## config.mk

```make
export PLATFORM = sky130hd
export DESIGN_NAME = led_driver_serial_writer_top_flat
export DESIGN_NICKNAME = d
export VERILOG_FILES = /design/src/ldsw_pkg.sv /design/src/ldsw_req_if.sv /design/src/ldsw_rsp_if.sv /design/src/led_driver_serial_writer_top.sv /design/src/flat_wrapper.sv
export VERILOG_INCLUDE_DIRS = /design/src /design/src/src
export SDC_FILE = /design/constraint.sdc
export NUM_CORES = 1
export LEC_CHECK = 0
export BUFFER_PORTS_ARGS = -buffer_cell sky130_fd_sc_hd__buf_2
export CAP_MARGIN = 20
export CORE_ASPECT_RATIO = 1.5
export CORE_MARGIN = 2
export CORE_UTILIZATION = 60
export CTS_BUF_LIST = sky130_fd_sc_hd__clkbuf_4 sky130_fd_sc_hd__clkbuf_8
export DETAILED_ROUTE_END_ITERATION = 8
export GPL_ROUTABILITY_DRIVEN = 0
export GPL_TIMING_DRIVEN = 0
export PLACE_DENSITY = 0.84
export SYNTH_ARGS = -nofsm -noshare
export SYNTH_HDL_FRONTEND = slang
export SYNTH_SLANG_ARGS = --single-unit
```

## constraint.sdc

```tcl
create_clock -name clock -period 4.8 [get_ports clock]
set_input_delay 0.24 -clock clock [delete_from_list [all_inputs] [get_ports clock]]
set_output_delay 0.24 -clock clock [all_outputs]
set_load 0.05 [all_outputs]
```

## src/assert_macros.svh

```systemverilog
// Assertion macros used by the top-level RTL file.
`ifndef ASSERT_MACROS_SVH
`define ASSERT_MACROS_SVH

// Checks an implication on every rising clock edge outside reset.
`define ASSERT_CLK(label, clk, rst, prop, msg) \
   label: assert property (@(posedge clk) disable iff (rst) prop) else $error(msg);

// Checks a condition that must never be true outside reset.
`define ASSERT_NEVER(label, clk, rst, cond, msg) \
   label: assert property (@(posedge clk) disable iff (rst) !(cond)) else $error(msg);

`endif

```

## src/ldsw_pkg.sv

```systemverilog
`timescale 1ns / 1ps

package ldsw_pkg;

   // Number of digit bytes the block can hold.
   localparam int DIGITS = 4;
   localparam int IDX_W  = (DIGITS > 1) ? $clog2(DIGITS) : 1;

   // Controller command bytes.
   localparam logic [7:0] CMD_DATA = 8'h40;
   localparam logic [7:0] CMD_ADDR = 8'hC0;
   localparam logic [7:0] CMD_CTRL = 8'h80;

   // Saturation limits of the tick counters.
   localparam logic [15:0] STEP_CNT_MAX  = 16'hFFFF;
   localparam logic [23:0] START_CNT_MAX = 24'hFFFFFF;

   // Register reset values.
   localparam logic [2:0]  RST_BRIGHTNESS = 3'd7;
   localparam logic        RST_DISPLAY_ON = 1'b1;
   localparam logic [15:0] RST_INTERVAL   = 16'd50;
   localparam logic [23:0] RST_TIMEOUT    = 24'd50000;

   // Register indexes.
   typedef logic [1:0] reg_idx_type;
   localparam reg_idx_type REG_BRIGHTNESS = 2'd0;
   localparam reg_idx_type REG_DISPLAY_ON = 2'd1;
   localparam reg_idx_type REG_INTERVAL   = 2'd2;
   localparam reg_idx_type REG_TIMEOUT    = 2'd3;

   // Input action codes.
   localparam logic ACT_TICK  = 1'b0;
   localparam logic ACT_START = 1'b1;

   // Sequence phases.
   typedef enum logic [8:0] {
      PH_DATA_CMD = 9'b000000001,
      PH_STOP_A   = 9'b000000010,
      PH_START_A  = 9'b000000100,
      PH_ADDR_CMD = 9'b000001000,
      PH_DIGITS   = 9'b000010000,
      PH_STOP_B   = 9'b000100000,
      PH_START_B  = 9'b001000000,
      PH_CTRL_CMD = 9'b010000000,
      PH_STOP_END = 9'b100000000
   } phase_type;

   typedef logic [2:0] sub_type;

   // Line steps within a byte write.
   localparam sub_type BS_CLK_LOW  = 3'd0;
   localparam sub_type BS_DATA     = 3'd1;
   localparam sub_type BS_CLK_HIGH = 3'd2;
   localparam sub_type BS_ACK_LOW  = 3'd3;
   localparam sub_type BS_ACK_REL  = 3'd4;
   localparam sub_type BS_ACK_HIGH = 3'd5;
   localparam sub_type BS_ACK_END  = 3'd6;

   // Line steps within a stop condition.
   localparam sub_type SP_CLK_LOW   = 3'd0;
   localparam sub_type SP_DATA_LOW  = 3'd1;
   localparam sub_type SP_CLK_HIGH  = 3'd2;
   localparam sub_type SP_DATA_HIGH = 3'd3;

   // Line steps within a start condition.
   localparam sub_type ST_CLK_HIGH  = 3'd0;
   localparam sub_type ST_DATA_HIGH = 3'd1;
   localparam sub_type ST_DATA_LOW  = 3'd2;

endpackage

```

## src/ldsw_req_if.sv

```systemverilog
`timescale 1ns / 1ps

// Request channel: one word is either a tick or a start with its digit data.
interface ldsw_req_if;
   logic       valid;
   logic       ready;
   logic       action;
   logic [7:0] digit0_segments;
   logic [7:0] digit1_segments;
   logic [7:0] digit2_segments;
   logic [7:0] digit3_segments;
   logic [2:0] digit_count;
   logic [1:0] start_address;

   modport source (
      output valid, action, digit0_segments, digit1_segments, digit2_segments,
             digit3_segments, digit_count, start_address,
      input  ready
   );

   modport sink (
      input  valid, action, digit0_segments, digit1_segments, digit2_segments,
             digit3_segments, digit_count, start_address,
      output ready
   );
endinterface

```

## src/ldsw_rsp_if.sv

```systemverilog
`timescale 1ns / 1ps

// Response channel: line levels and status after each request word.
interface ldsw_rsp_if;
   logic valid;
   logic ready;
   logic clock_released;
   logic data_released;
   logic busy_res;
   logic finished;
   logic timed_out;

   modport source (
      output valid, clock_released, data_released, busy_res, finished, timed_out,
      input  ready
   );

   modport sink (
      input  valid, clock_released, data_released, busy_res, finished, timed_out,
      output ready
   );
endinterface

```

## src/led_driver_serial_writer_top.sv

```systemverilog
// A response word is registered at the clock edge that takes its request word.
// Throughput: one request word per cycle; the response register is the only buffer,
// so a new word is taken whenever that register is empty or is being drained.
// Reset (synchronous, active high) idles the sequencer, releases both lines,
// empties the response register and restores the register defaults.
`timescale 1ns / 1ps
`include "assert_macros.svh"

module led_driver_serial_writer_top (
   input  logic                     clock,
   input  logic                     reset,
   ldsw_req_if.sink                 req_bus,
   ldsw_rsp_if.source               rsp_bus,
   input  logic                     csr_we,
   input  ldsw_pkg::reg_idx_type    csr_index,
   input  logic [23:0]              csr_wdata
);
   import ldsw_pkg::*;

   // Configuration registers.
   logic [2:0]  brightness_ff;
   logic        display_on_ff;
   logic [15:0] interval_ff;
   logic [23:0] timeout_ff;

   // Sequencer state.
   phase_type   phase_ff, phase_in;
   sub_type     sub_ff, sub_in;
   logic [3:0]  bits_ff, bits_in;
   logic [7:0]  shift_ff, shift_in;
   logic [2:0]  index_ff, index_in;
   logic [2:0]  count_ff, count_in;
   logic [1:0]  address_ff, address_in;
   logic        active_ff, active_in;
   logic [15:0] since_step_ff, since_step_in;
   logic [23:0] since_start_ff, since_start_in;
   logic        clock_line_ff, clock_line_in;
   logic        data_line_ff, data_line_in;
   logic [7:0]  digit_ff [DIGITS];
   logic [7:0]  digit_in [DIGITS];

   // Response register.
   logic        rsp_valid_ff, rsp_valid_in;
   logic        rsp_clock_ff, rsp_data_ff, rsp_busy_ff, rsp_fin_ff, rsp_tmo_ff;

   logic        accept;
   logic        fin, tmo;
   logic [7:0]  seg [4];
   logic [2:0]  count_clamp;
   logic [15:0] step_inc;
   logic [23:0] start_inc;
   logic [3:0]  bits_inc;
   logic [2:0]  index_inc;

   // A word is taken while the response register is free or draining.
   assign req_bus.ready = !rsp_valid_ff || rsp_bus.ready;
   assign accept        = req_bus.valid && req_bus.ready;

   assign seg[0] = req_bus.digit0_segments;
   assign seg[1] = req_bus.digit1_segments;
   assign seg[2] = req_bus.digit2_segments;
   assign seg[3] = req_bus.digit3_segments;

   assign count_clamp = (req_bus.digit_count > 3'(DIGITS)) ? 3'(DIGITS)
                                                           : req_bus.digit_count;
   assign step_inc  = (since_step_ff == STEP_CNT_MAX) ? since_step_ff
                                                      : since_step_ff + 16'd1;
   assign start_inc = (since_start_ff == START_CNT_MAX) ? since_start_ff
                                                        : since_start_ff + 24'd1;
   assign bits_inc  = bits_ff + 4'd1;
   assign index_inc = index_ff + 3'd1;

   // Digit store is loaded on every start; entries past the count hold zero.
   always_comb begin
      for (int i = 0; i < DIGITS; i++) begin
         digit_in[i] = (3'(i) < count_clamp) ? seg[i] : 8'd0;
      end
   end

   // Next state for one request word.
   always_comb begin
      phase_in       = phase_ff;
      sub_in         = sub_ff;
      bits_in        = bits_ff;
      shift_in       = shift_ff;
      index_in       = index_ff;
      count_in       = count_ff;
      address_in     = address_ff;
      active_in      = active_ff;
      since_step_in  = since_step_ff;
      since_start_in = since_start_ff;
      clock_line_in  = clock_line_ff;
      data_line_in   = data_line_ff;
      fin            = 1'b0;
      tmo            = 1'b0;

      if (accept && req_bus.action == ACT_START) begin
         count_in       = count_clamp;
         address_in     = req_bus.start_address;
         clock_line_in  = 1'b1;
         data_line_in   = 1'b0;
         since_step_in  = 16'd0;
         since_start_in = 24'd0;
         phase_in       = PH_DATA_CMD;
         sub_in         = BS_CLK_LOW;
         bits_in        = 4'd0;
         index_in       = 3'd0;
         shift_in       = CMD_DATA;
         active_in      = 1'b1;
      end else if (accept && active_ff) begin
         since_start_in = start_inc;
         since_step_in  = step_inc;
         if (start_inc > timeout_ff) begin
            // Watchdog: go idle and leave the lines where they are.
            active_in = 1'b0;
            tmo       = 1'b1;
         end else if (step_inc >= interval_ff) begin
            since_step_in = 16'd0;
            case (phase_ff)
               // Byte writes: eight data bits LSB first, then one ack clock.
               PH_DATA_CMD, PH_ADDR_CMD, PH_DIGITS, PH_CTRL_CMD: begin
                  case (sub_ff)
                     BS_CLK_LOW: begin
                        clock_line_in = 1'b0;
                        sub_in        = BS_DATA;
                     end
                     BS_DATA: begin
                        data_line_in = shift_ff[0];
                        sub_in       = BS_CLK_HIGH;
                     end
                     BS_CLK_HIGH: begin
                        clock_line_in = 1'b1;
                        shift_in      = {1'b0, shift_ff[7:1]};
                        bits_in       = bits_inc;
                        sub_in        = (bits_inc < 4'd8) ? BS_CLK_LOW : BS_ACK_LOW;
                     end
                     BS_ACK_LOW: begin
                        clock_line_in = 1'b0;
                        sub_in        = BS_ACK_REL;
                     end
                     BS_ACK_REL: begin
                        data_line_in = 1'b1;
                        sub_in       = BS_ACK_HIGH;
                     end
                     BS_ACK_HIGH: begin
                        clock_line_in = 1'b1;
                        sub_in        = BS_ACK_END;
                     end
                     BS_ACK_END: begin
                        clock_line_in = 1'b0;
                        bits_in       = 4'd0;
                        sub_in        = BS_CLK_LOW;
                        case (phase_ff)
                           PH_DATA_CMD: phase_in = PH_STOP_A;
                           PH_ADDR_CMD: begin
                              phase_in = PH_DIGITS;
                              index_in = 3'd0;
                              shift_in = digit_ff[0];
                           end
                           PH_DIGITS: begin
                              index_in = index_inc;
                              if (index_inc >= count_ff) begin
                                 phase_in = PH_STOP_B;
                              end else begin
                                 shift_in = digit_ff[index_inc[IDX_W-1:0]];
                              end
                           end
                           PH_CTRL_CMD: phase_in = PH_STOP_END;
                           default: active_in = 1'b0;
                        endcase
                     end
                     default: active_in = 1'b0;
                  endcase
               end
               // Stop conditions: data rises while the clock is high.
               PH_STOP_A, PH_STOP_B, PH_STOP_END: begin
                  case (sub_ff)
                     SP_CLK_LOW: begin
                        clock_line_in = 1'b0;
                        sub_in        = SP_DATA_LOW;
                     end
                     SP_DATA_LOW: begin
                        data_line_in = 1'b0;
                        sub_in       = SP_CLK_HIGH;
                     end
                     SP_CLK_HIGH: begin
                        clock_line_in = 1'b1;
                        sub_in        = SP_DATA_HIGH;
                     end
                     SP_DATA_HIGH: begin
                        data_line_in = 1'b1;
                        case (phase_ff)
                           PH_STOP_A: begin
                              phase_in = PH_START_A;
                              sub_in   = ST_CLK_HIGH;
                              shift_in = CMD_ADDR + {6'd0, address_ff};
                           end
                           PH_STOP_B: begin
                              phase_in = PH_START_B;
                              sub_in   = ST_CLK_HIGH;
                              shift_in = CMD_CTRL + {4'd0, display_on_ff, brightness_ff};
                           end
                           PH_STOP_END: begin
                              active_in = 1'b0;
                              fin       = 1'b1;
                           end
                           default: active_in = 1'b0;
                        endcase
                     end
                     default: active_in = 1'b0;
                  endcase
               end
               // Start conditions: data falls while the clock is high.
               PH_START_A, PH_START_B: begin
                  case (sub_ff)
                     ST_CLK_HIGH: begin
                        clock_line_in = 1'b1;
                        sub_in        = ST_DATA_HIGH;
                     end
                     ST_DATA_HIGH: begin
                        data_line_in = 1'b1;
                        sub_in       = ST_DATA_LOW;
                     end
                     ST_DATA_LOW: begin
                        data_line_in = 1'b0;
                        sub_in       = BS_CLK_LOW;
                        phase_in     = (phase_ff == PH_START_A) ? PH_ADDR_CMD : PH_CTRL_CMD;
                     end
                     default: active_in = 1'b0;
                  endcase
               end
               default: active_in = 1'b0;
            endcase
         end
      end
   end

   // The response register fills on each taken word and empties when read.
   always_comb begin
      if (accept) begin
         rsp_valid_in = 1'b1;
      end else if (rsp_bus.ready) begin
         rsp_valid_in = 1'b0;
      end else begin
         rsp_valid_in = rsp_valid_ff;
      end
   end

   // Control state and configuration registers.
   always_ff @(posedge clock) begin
      if (reset) begin
         brightness_ff  <= RST_BRIGHTNESS;
         display_on_ff  <= RST_DISPLAY_ON;
         interval_ff    <= RST_INTERVAL;
         timeout_ff     <= RST_TIMEOUT;
         phase_ff       <= PH_DATA_CMD;
         sub_ff         <= BS_CLK_LOW;
         bits_ff        <= 4'd0;
         shift_ff       <= 8'd0;
         index_ff       <= 3'd0;
         count_ff       <= 3'd0;
         address_ff     <= 2'd0;
         active_ff      <= 1'b0;
         since_step_ff  <= 16'd0;
         since_start_ff <= 24'd0;
         clock_line_ff  <= 1'b1;
         data_line_ff   <= 1'b1;
         rsp_valid_ff   <= 1'b0;
      end else begin
         if (csr_we) begin
            case (csr_index)
               REG_BRIGHTNESS: brightness_ff <= csr_wdata[2:0];
               REG_DISPLAY_ON: display_on_ff <= csr_wdata[0];
               REG_INTERVAL:   interval_ff   <= csr_wdata[15:0];
               REG_TIMEOUT:    timeout_ff    <= csr_wdata;
               default:        ;
            endcase
         end
         phase_ff       <= phase_in;
         sub_ff         <= sub_in;
         bits_ff        <= bits_in;
         shift_ff       <= shift_in;
         index_ff       <= index_in;
         count_ff       <= count_in;
         address_ff     <= address_in;
         active_ff      <= active_in;
         since_step_ff  <= since_step_in;
         since_start_ff <= since_start_in;
         clock_line_ff  <= clock_line_in;
         data_line_ff   <= data_line_in;
         rsp_valid_ff   <= rsp_valid_in;
      end
   end

   // Digit store and response payload need no reset.
   always_ff @(posedge clock) begin
      if (accept && req_bus.action == ACT_START) begin
         for (int i = 0; i < DIGITS; i++) begin
            digit_ff[i] <= digit_in[i];
         end
      end
      if (accept) begin
         rsp_clock_ff <= clock_line_in;
         rsp_data_ff  <= data_line_in;
         rsp_busy_ff  <= active_in;
         rsp_fin_ff   <= fin;
         rsp_tmo_ff   <= tmo;
      end
   end

   assign rsp_bus.valid          = rsp_valid_ff;
   assign rsp_bus.clock_released = rsp_clock_ff;
   assign rsp_bus.data_released  = rsp_data_ff;
   assign rsp_bus.busy_res       = rsp_busy_ff;
   assign rsp_bus.finished       = rsp_fin_ff;
   assign rsp_bus.timed_out      = rsp_tmo_ff;

   // A stalled response word is never overwritten by a new one.
   `ASSERT_NEVER(a_no_overwrite, clock, reset, rsp_valid_ff && !rsp_bus.ready && accept, "response overwritten while stalled")
   // A start word always launches the data command.
   `ASSERT_CLK(a_start_launch, clock, reset, accept && req_bus.action == ACT_START |=> active_ff && phase_ff == PH_DATA_CMD, "start did not launch the sequence")
   // A finished or abandoned transfer reports the block as idle.
   `ASSERT_CLK(a_done_idle, clock, reset, rsp_valid_ff && (rsp_fin_ff || rsp_tmo_ff) |-> !rsp_busy_ff && !active_ff, "block busy after end of transfer")
   // A tick while idle leaves both lines alone.
   `ASSERT_CLK(a_idle_tick, clock, reset, accept && req_bus.action == ACT_TICK && !active_ff |=> $stable(clock_line_ff) && $stable(data_line_ff), "lines moved on an idle tick")

endmodule

```

## src/flat_wrapper.sv

```systemverilog
// flat-port wrapper written by rule: the top's interface ports become plain ports
module led_driver_serial_writer_top_flat import ldsw_pkg::*;
  (clock, reset, csr_we, csr_index, csr_wdata, req_bus_valid, req_bus_action, req_bus_digit0_segments, req_bus_digit1_segments, req_bus_digit2_segments, req_bus_digit3_segments, req_bus_digit_count, req_bus_start_address, req_bus_ready, rsp_bus_valid, rsp_bus_clock_released, rsp_bus_data_released, rsp_bus_busy_res, rsp_bus_finished, rsp_bus_timed_out, rsp_bus_ready);
  ldsw_req_if req_bus_i ();
  ldsw_rsp_if rsp_bus_i ();
  input  logic clock;
  input  logic reset;
  input  logic csr_we;
  input  ldsw_pkg::reg_idx_type csr_index;
  input  logic [23:0] csr_wdata;
  input wire logic [$bits(req_bus_i.valid)-1:0] req_bus_valid;
  input wire logic [$bits(req_bus_i.action)-1:0] req_bus_action;
  input wire logic [$bits(req_bus_i.digit0_segments)-1:0] req_bus_digit0_segments;
  input wire logic [$bits(req_bus_i.digit1_segments)-1:0] req_bus_digit1_segments;
  input wire logic [$bits(req_bus_i.digit2_segments)-1:0] req_bus_digit2_segments;
  input wire logic [$bits(req_bus_i.digit3_segments)-1:0] req_bus_digit3_segments;
  input wire logic [$bits(req_bus_i.digit_count)-1:0] req_bus_digit_count;
  input wire logic [$bits(req_bus_i.start_address)-1:0] req_bus_start_address;
  output wire logic [$bits(req_bus_i.ready)-1:0] req_bus_ready;
  output wire logic [$bits(rsp_bus_i.valid)-1:0] rsp_bus_valid;
  output wire logic [$bits(rsp_bus_i.clock_released)-1:0] rsp_bus_clock_released;
  output wire logic [$bits(rsp_bus_i.data_released)-1:0] rsp_bus_data_released;
  output wire logic [$bits(rsp_bus_i.busy_res)-1:0] rsp_bus_busy_res;
  output wire logic [$bits(rsp_bus_i.finished)-1:0] rsp_bus_finished;
  output wire logic [$bits(rsp_bus_i.timed_out)-1:0] rsp_bus_timed_out;
  input wire logic [$bits(rsp_bus_i.ready)-1:0] rsp_bus_ready;
  assign req_bus_i.valid = req_bus_valid;
  assign req_bus_i.action = req_bus_action;
  assign req_bus_i.digit0_segments = req_bus_digit0_segments;
  assign req_bus_i.digit1_segments = req_bus_digit1_segments;
  assign req_bus_i.digit2_segments = req_bus_digit2_segments;
  assign req_bus_i.digit3_segments = req_bus_digit3_segments;
  assign req_bus_i.digit_count = req_bus_digit_count;
  assign req_bus_i.start_address = req_bus_start_address;
  assign req_bus_ready = req_bus_i.ready;
  assign rsp_bus_valid = rsp_bus_i.valid;
  assign rsp_bus_clock_released = rsp_bus_i.clock_released;
  assign rsp_bus_data_released = rsp_bus_i.data_released;
  assign rsp_bus_busy_res = rsp_bus_i.busy_res;
  assign rsp_bus_finished = rsp_bus_i.finished;
  assign rsp_bus_timed_out = rsp_bus_i.timed_out;
  assign rsp_bus_i.ready = rsp_bus_ready;
  led_driver_serial_writer_top u_core (.clock(clock), .reset(reset), .req_bus(req_bus_i), .rsp_bus(rsp_bus_i), .csr_we(csr_we), .csr_index(csr_index), .csr_wdata(csr_wdata));
endmodule
```

* Word-level counts from Yosys, hierarchy flattened *
Memories as Yosys holds them, arrays and structs flattened.
Cells that the tools add are included.

word-level totals
  bits in registers = 125
  bits in latches = 0
  RAM bits = 32
  ROM bits = 0
  bits of input ports = 69
  memories kept = 1

memory list
  memory           depth  width  read ports  clocked after memory_dff  write ports  RTL line                            source
  u_core.digit_ff  4      8      2           0                         4            led_driver_serial_writer_top.sv:39  logic [7:0] digit_ff [DIGITS];

cells by class
  add/sub/neg operators = 6
  multipliers = 0
  div/mod/pow operators = 0
  $lt $le $gt $ge = 9
  equal/unequal tests = 39
  shift-type cells = 0
  multiplexer cells = 66
  bitwise operators = 5
  reduce and logical (&&, ||, !) cells = 36

operators by type and width
  operator                                                          count
  8-bit case mux with 2 select lines                                4
  8-bit 2-to-1 mux                                                  7
  16-bit 2-to-1 mux                                                 3
  9-bit 2-to-1 mux                                                  4
  9-bit case mux with 4 select lines                                1
  7-bit 2-to-1 mux                                                  4
  9-bit case mux with 3 select lines                                1
  24-bit by 1-bit adder with 24-bit output (second input constant)  1
  24-bit equality test (second input constant)                      1
  24-bit greater-than comparator                                    1
  24-bit 2-to-1 mux                                                 1
  1-bit 2-to-1 mux                                                  22
  3-bit case mux with 7 select lines                                1
  3-bit case mux with 3 select lines                                2
  9-bit case mux with 2 select lines                                1
  9-bit AND reduction                                               2
  16-bit by 1-bit adder with 16-bit output (second input constant)  1
  16-bit equality test (second input constant)                      1
  16-bit greater-or-equal comparator                                1
  1-bit case mux with 2 select lines                                6
  3-bit case mux with 4 select lines                                1
  2-bit nonzero test                                                6
  5-bit by 1-bit != test with 1-bit output (second input constant)  2
  10-bit AND reduction                                              1
  other kinds (55)                                                  86

* Logic depth before layout (Yosys ltp) *
  word-level depth = 10
  mapped depth = 19

* Least setup slack after synthesis *
No wires, ideal clock.

  path kind = register to register
  start = register u_core.since_start_ff[3]
  end = register u_core.index_ff[1]
  library setup time = 0.070 ns
  arrival = 3.908 ns
  setup slack = 0.822 ns
  stages on the path, launching flop included = 19
  buffers on the path = 4
  path through = dfxtp_1 -> buf_2 -> and4_1 -> and4_1 -> buf_2 -> nand4_1 -> and4_1 -> clkbuf_1 -> nand3_1 -> xnor2_1 -> ha_1 -> nand4_1 -> nor4_1 -> and2_1 -> a41o_1 -> nand4_1 -> clkbuf_1 -> or4_1 -> a21oi_1

between the ends
  longest elaborated chain between the ends = 5
  elaborated cells on any way between the ends = 6

RTL lines
  item                                                                              RTL line                                                                source
  start, declared                                                                   led_driver_serial_writer_top.sv:36                                      logic [23:0] since_start_ff, since_start_in;
  start signal, assigned                                                            led_driver_serial_writer_top.sv:288                                     since_start_ff <= since_start_in;
  24-bit by 1-bit adder with 24-bit output or 24-bit equality test (tied branches)  led_driver_serial_writer_top.sv:69, led_driver_serial_writer_top.sv:68
  24-bit 2-to-1 mux (*)                                                             led_driver_serial_writer_top.sv:68                                      assign start_inc = (since_start_ff == START_CNT_MAX) ? since_start_ff
  via u_core.start_inc[21]                                                          led_driver_serial_writer_top.sv:51                                      logic [23:0] start_inc;
  24-bit greater-than comparator (*)                                                led_driver_serial_writer_top.sv:113                                     if (start_inc > timeout_ff) begin
  1-bit NOT (no source line) (*)                                                    -
  6-bit AND reduction (no source line) (*)                                          -
  end signal, assigned                                                              led_driver_serial_writer_top.sv:283                                     index_ff <= index_in;
  end, declared                                                                     led_driver_serial_writer_top.sv:31                                      logic [2:0] index_ff, index_in;

Mark *: on every way through the listed nets, which the timed path passes. The rest lies on a longest branch.
A chain may end at the register's enable or synchronous reset.

* Worst setup path in the final report *
  start = register u_core.since_start_ff[3]
  end = register u_core.sub_ff[1]

between the ends
  longest elaborated chain between the ends = 5
  elaborated cells on any way between the ends = 6

RTL lines
  item                                                                              RTL line                                                                source
  24-bit by 1-bit adder with 24-bit output or 24-bit equality test (tied branches)  led_driver_serial_writer_top.sv:69, led_driver_serial_writer_top.sv:68
  24-bit 2-to-1 mux (*)                                                             led_driver_serial_writer_top.sv:68
  via u_core.start_inc[22]                                                          led_driver_serial_writer_top.sv:51
  24-bit greater-than comparator (*)                                                led_driver_serial_writer_top.sv:113
  1-bit NOT (no source line) (*)                                                    -
  8-bit AND reduction (no source line) (*)                                          -
  end signal, assigned                                                              led_driver_serial_writer_top.sv:280                                     sub_ff <= sub_in;
  end, declared                                                                     led_driver_serial_writer_top.sv:28                                      sub_type sub_ff, sub_in;

Marks and branches as above.

==> flow_summary.yaml <==
global_routing:
  grt_start_max_net_pins: 31
  grt_use_met1: 0.291
  globalRouteOverflowTotal: 0
  grt.busiest_layer: "met2"
  use_met2: 0.573
  first_global_vias: 8182
  grtUsageMet3: 0.0529
  grt_pass1_wl_um: 38200
  track_usage: 0.302
  antenna_found_initial: 0
detailed_routing:
  dr.first_iter.drc_count: 540
  vias: 8341
  drt-total-wl_um: 23600
  wire_per_inst_um: 17.0
  ant_nets: 0
  routed_via_density: 6.00
  drcViolationCount: 0
  dr.pass1.iters: 6
run_status:
  outcome: "finished clean"
timing:
  worst_pin_slew_ps: 970
  layout_min_cycle_time_ps: 4490
  max_freq_ghz: 0.223
  finalMaxSlewViolations: 0
  finalSetupViolCount: 0
  finalHoldViolCount: 0
  period_share: 0.936
  skew_ps: 18.7
  slew_headroom: 0.348
  holdWs_ps: 20.6
yosys:
  yosys.area.top_type: "dfxtp_1"
  syn_area_mm2: 0.00892
  synth_nets: 1187
  ys_seq_elements: 157
  synthTopCellsByArea: "dfxtp_1 (27%), edfxtp_1 (12%), nand2_1 (7.2%), ha_1 (6.6%), a21oi_1 (5.9%)"
  synth_top_cell_area_share: 0.269
  synth-async-reset-ratio: 0
  ys.warnings.count: 0
  yosysSeqAreaShare: 0.394
  synth_cell_types: 72
  synthCells: 1071
  syn_area_per_cell_um2: 8.33
  synth_enable_flop_cells: 37
  synthFlopType: "dfxtp_1"
floorplan:
  core_area_mm2: 0.0145
  die_w_um: 104
  rows: 54
  io_pins: 76
  die_area_mm2: 0.0159
  initial_core_util: 0.614
  die_h_um: 153
finish:
  fill_cells: 1151
  nNetsFinal: 1298
  areaGrowthSynthToFinish_pct: 13.9
  fin_cells: 1391
  layout-drive-gt1-share: 0.126
  antenna_cells: 0
setup_path:
  r2r_slack_ps: 310
  worst_path_most_repeated_cell: "nand4_1"
  cp-start-kind: "register"
  crit_fanout: 10
  path_cells: "buf_2 > and4_1 > nand4_1 > nor4b_4 > nand4_1 > nor2_1 > xor2_1 > ha_1 > nand4_1 > nor4_2 > and2_1 > a41o_1 > and3_1 > clkbuf_1 > nand4_1 > mux2i_1"
  crit_slowest_cell: "nor4b_4"
  critPathKind: "register to register"
  cpPeakStageDelay_ps: 420
  worst_setup_path_end_kind: "register"
  crit_arrival_ps: 4850
  crit_family: "simple AND/OR/NAND/NOR gates"
  required_ps: 5160
  cp_num_buf_inv: 2
hold_path:
  hold_path_class: "primary input to register"
clocking:
  clk_pin_slew_ps: 80
  clk_latency_ps: 480
  cts_sinks: 157
  cts_buffers: 17
  cts_max_path_buffers: 2
  ctsRootBufferMaster: "clkbuf_8"
  cts_tree: "yes"
  htreeDepth: 4
placed_design:
  io_buffers: 74
  dp_cells: 1342
  dp_hpwl_um: 17600
run:
  max_cap_viol_count: 0
power:
  p_leak_nw: 3.84
  p_total_w: 0.00266
  peakVddDrop_v: 0.000234
  power_density_mw_per_mm2: 262
[cell families after synthesis]
kind of cell,Yosys count,share of synthesized area
and+or+nand+nor,455,0.254
AOI/OAI and AO/OA,223,0.154
DFF,157,0.394
buffers and inverters,110,0.0515
xor gates and xnor gates,61,0.0599
adders and majority gates,47,0.0659
muxes,18,0.0209
[layer usage]
layer  up-vias  wire [µm]
met3       123       1220
met5         -          0
met1      3880       8310
met4         0       1660
met2       353      12500
li1       3985          -
[path summary, 6_finish.rpt]
path,start,to,depth (start not counted)
worst max-delay path,u_core.since_start_ff[3],u_core.sub_ff[1],16
worst min-delay path,req_bus_valid,u_core.rsp_bus.valid,3
worst max register to register,u_core.since_start_ff[3],u_core.sub_ff[1],16
worst min register to register,u_core.timeout_ff[18],u_core.timeout_ff[18],2
[final cells by class]
type / instances / area [µm²] / share of cell area
tap: 196 / 245 / 0.0241
timing repair buffer: 93 / 563 / 0.0554
multi-input combinational: 804 / 4970 / 0.489
buffer: 57 / 263 / 0.0259
sequential: 157 / 3510 / 0.346
inverter: 52 / 195 / 0.0192
clock buffer: 19 / 255 / 0.0251
clock inverter: 13 / 153 / 0.0150
[cells in the final DEF, fill, tap and decap left out, types with 6 or more instances in the layout]
cell type / n
a21oi_1: 105
a31oi_1: 6
and2_1: 19
and3_1: 10
and4_1: 8
buf_2: 80
clkbuf_1: 40
clkbuf_8: 19
dfxtp_1: 120
dlygate4sd3_1: 15
edfxtp_1: 37
ha_1: 47
inv_1: 51
mux2i_1: 13
nand2_1: 170
nand2b_1: 7
nand3_1: 46
nand4_1: 29
nor2_1: 71
nor2b_1: 31
nor3_1: 26
o211ai_1: 15
o21ai_0: 44
or4_1: 8
xnor2_1: 31
xor2_1: 30
[metrics by stage]
stage,cell area (µm²),setup WS (ps),setup TNS [ps],utilization
floorplan,8920,822,0,-
global placement,9530,-57.5,-57.5,0.656
detailed placement,9550,-76.5,-131,0.658
CTS,10100,213,0,0.697
global route,10200,-22.3,-26.2,0.699
finish,10200,309,0,0.699
[where the power goes]
part | switching (W) | internal, W
clock | 0.000547 | 0.000494
combinational | 0.000134 | 0.0000782
sequential | 0.0000153 | 0.00139
[timing repair]
action                                 4_1_cts  5_1_grt
endpoints found under the hold margin       15        0
buffers inserted                             1        2
pin swaps                                    1        1
gates resized for setup                      1        7
hold buffers                                15        0
setup endpoints to repair                   10       27
[synthesized netlist by cell type, types with 19 or more instances]
cell / n
a21oi_1: 105
and2_1: 19
clkbuf_1: 43
dfxtp_1: 120
edfxtp_1: 37
ha_1: 47
inv_1: 51
nand2_1: 170
nand3_1: 46
nand4_1: 29
nor2_1: 71
nor2b_1: 31
nor3_1: 26
o21ai_0: 44
xnor2_1: 31
xor2_1: 30
[worst min-delay path, cell delays in order]
cell and delay (ps):
buf_2 120, inv_1 50, a21oi_1 50
[flip-flops by register name, indices dropped and copies added (netlist names), 2 cells and up]
signal,flops
u_core.timeout_ff,24
u_core.sub_ff,3
u_core.interval_ff,16
u_core.digit_ff,32
u_core.phase_ff,9
u_core.index_ff,3
u_core.since_step_ff,16
u_core.count_ff,3
u_core.brightness_ff,3
u_core.address_ff,2
u_core.since_start_ff,24
u_core.bits_ff,4
u_core.shift_ff,8
Power figures use the tool's default switching activity.
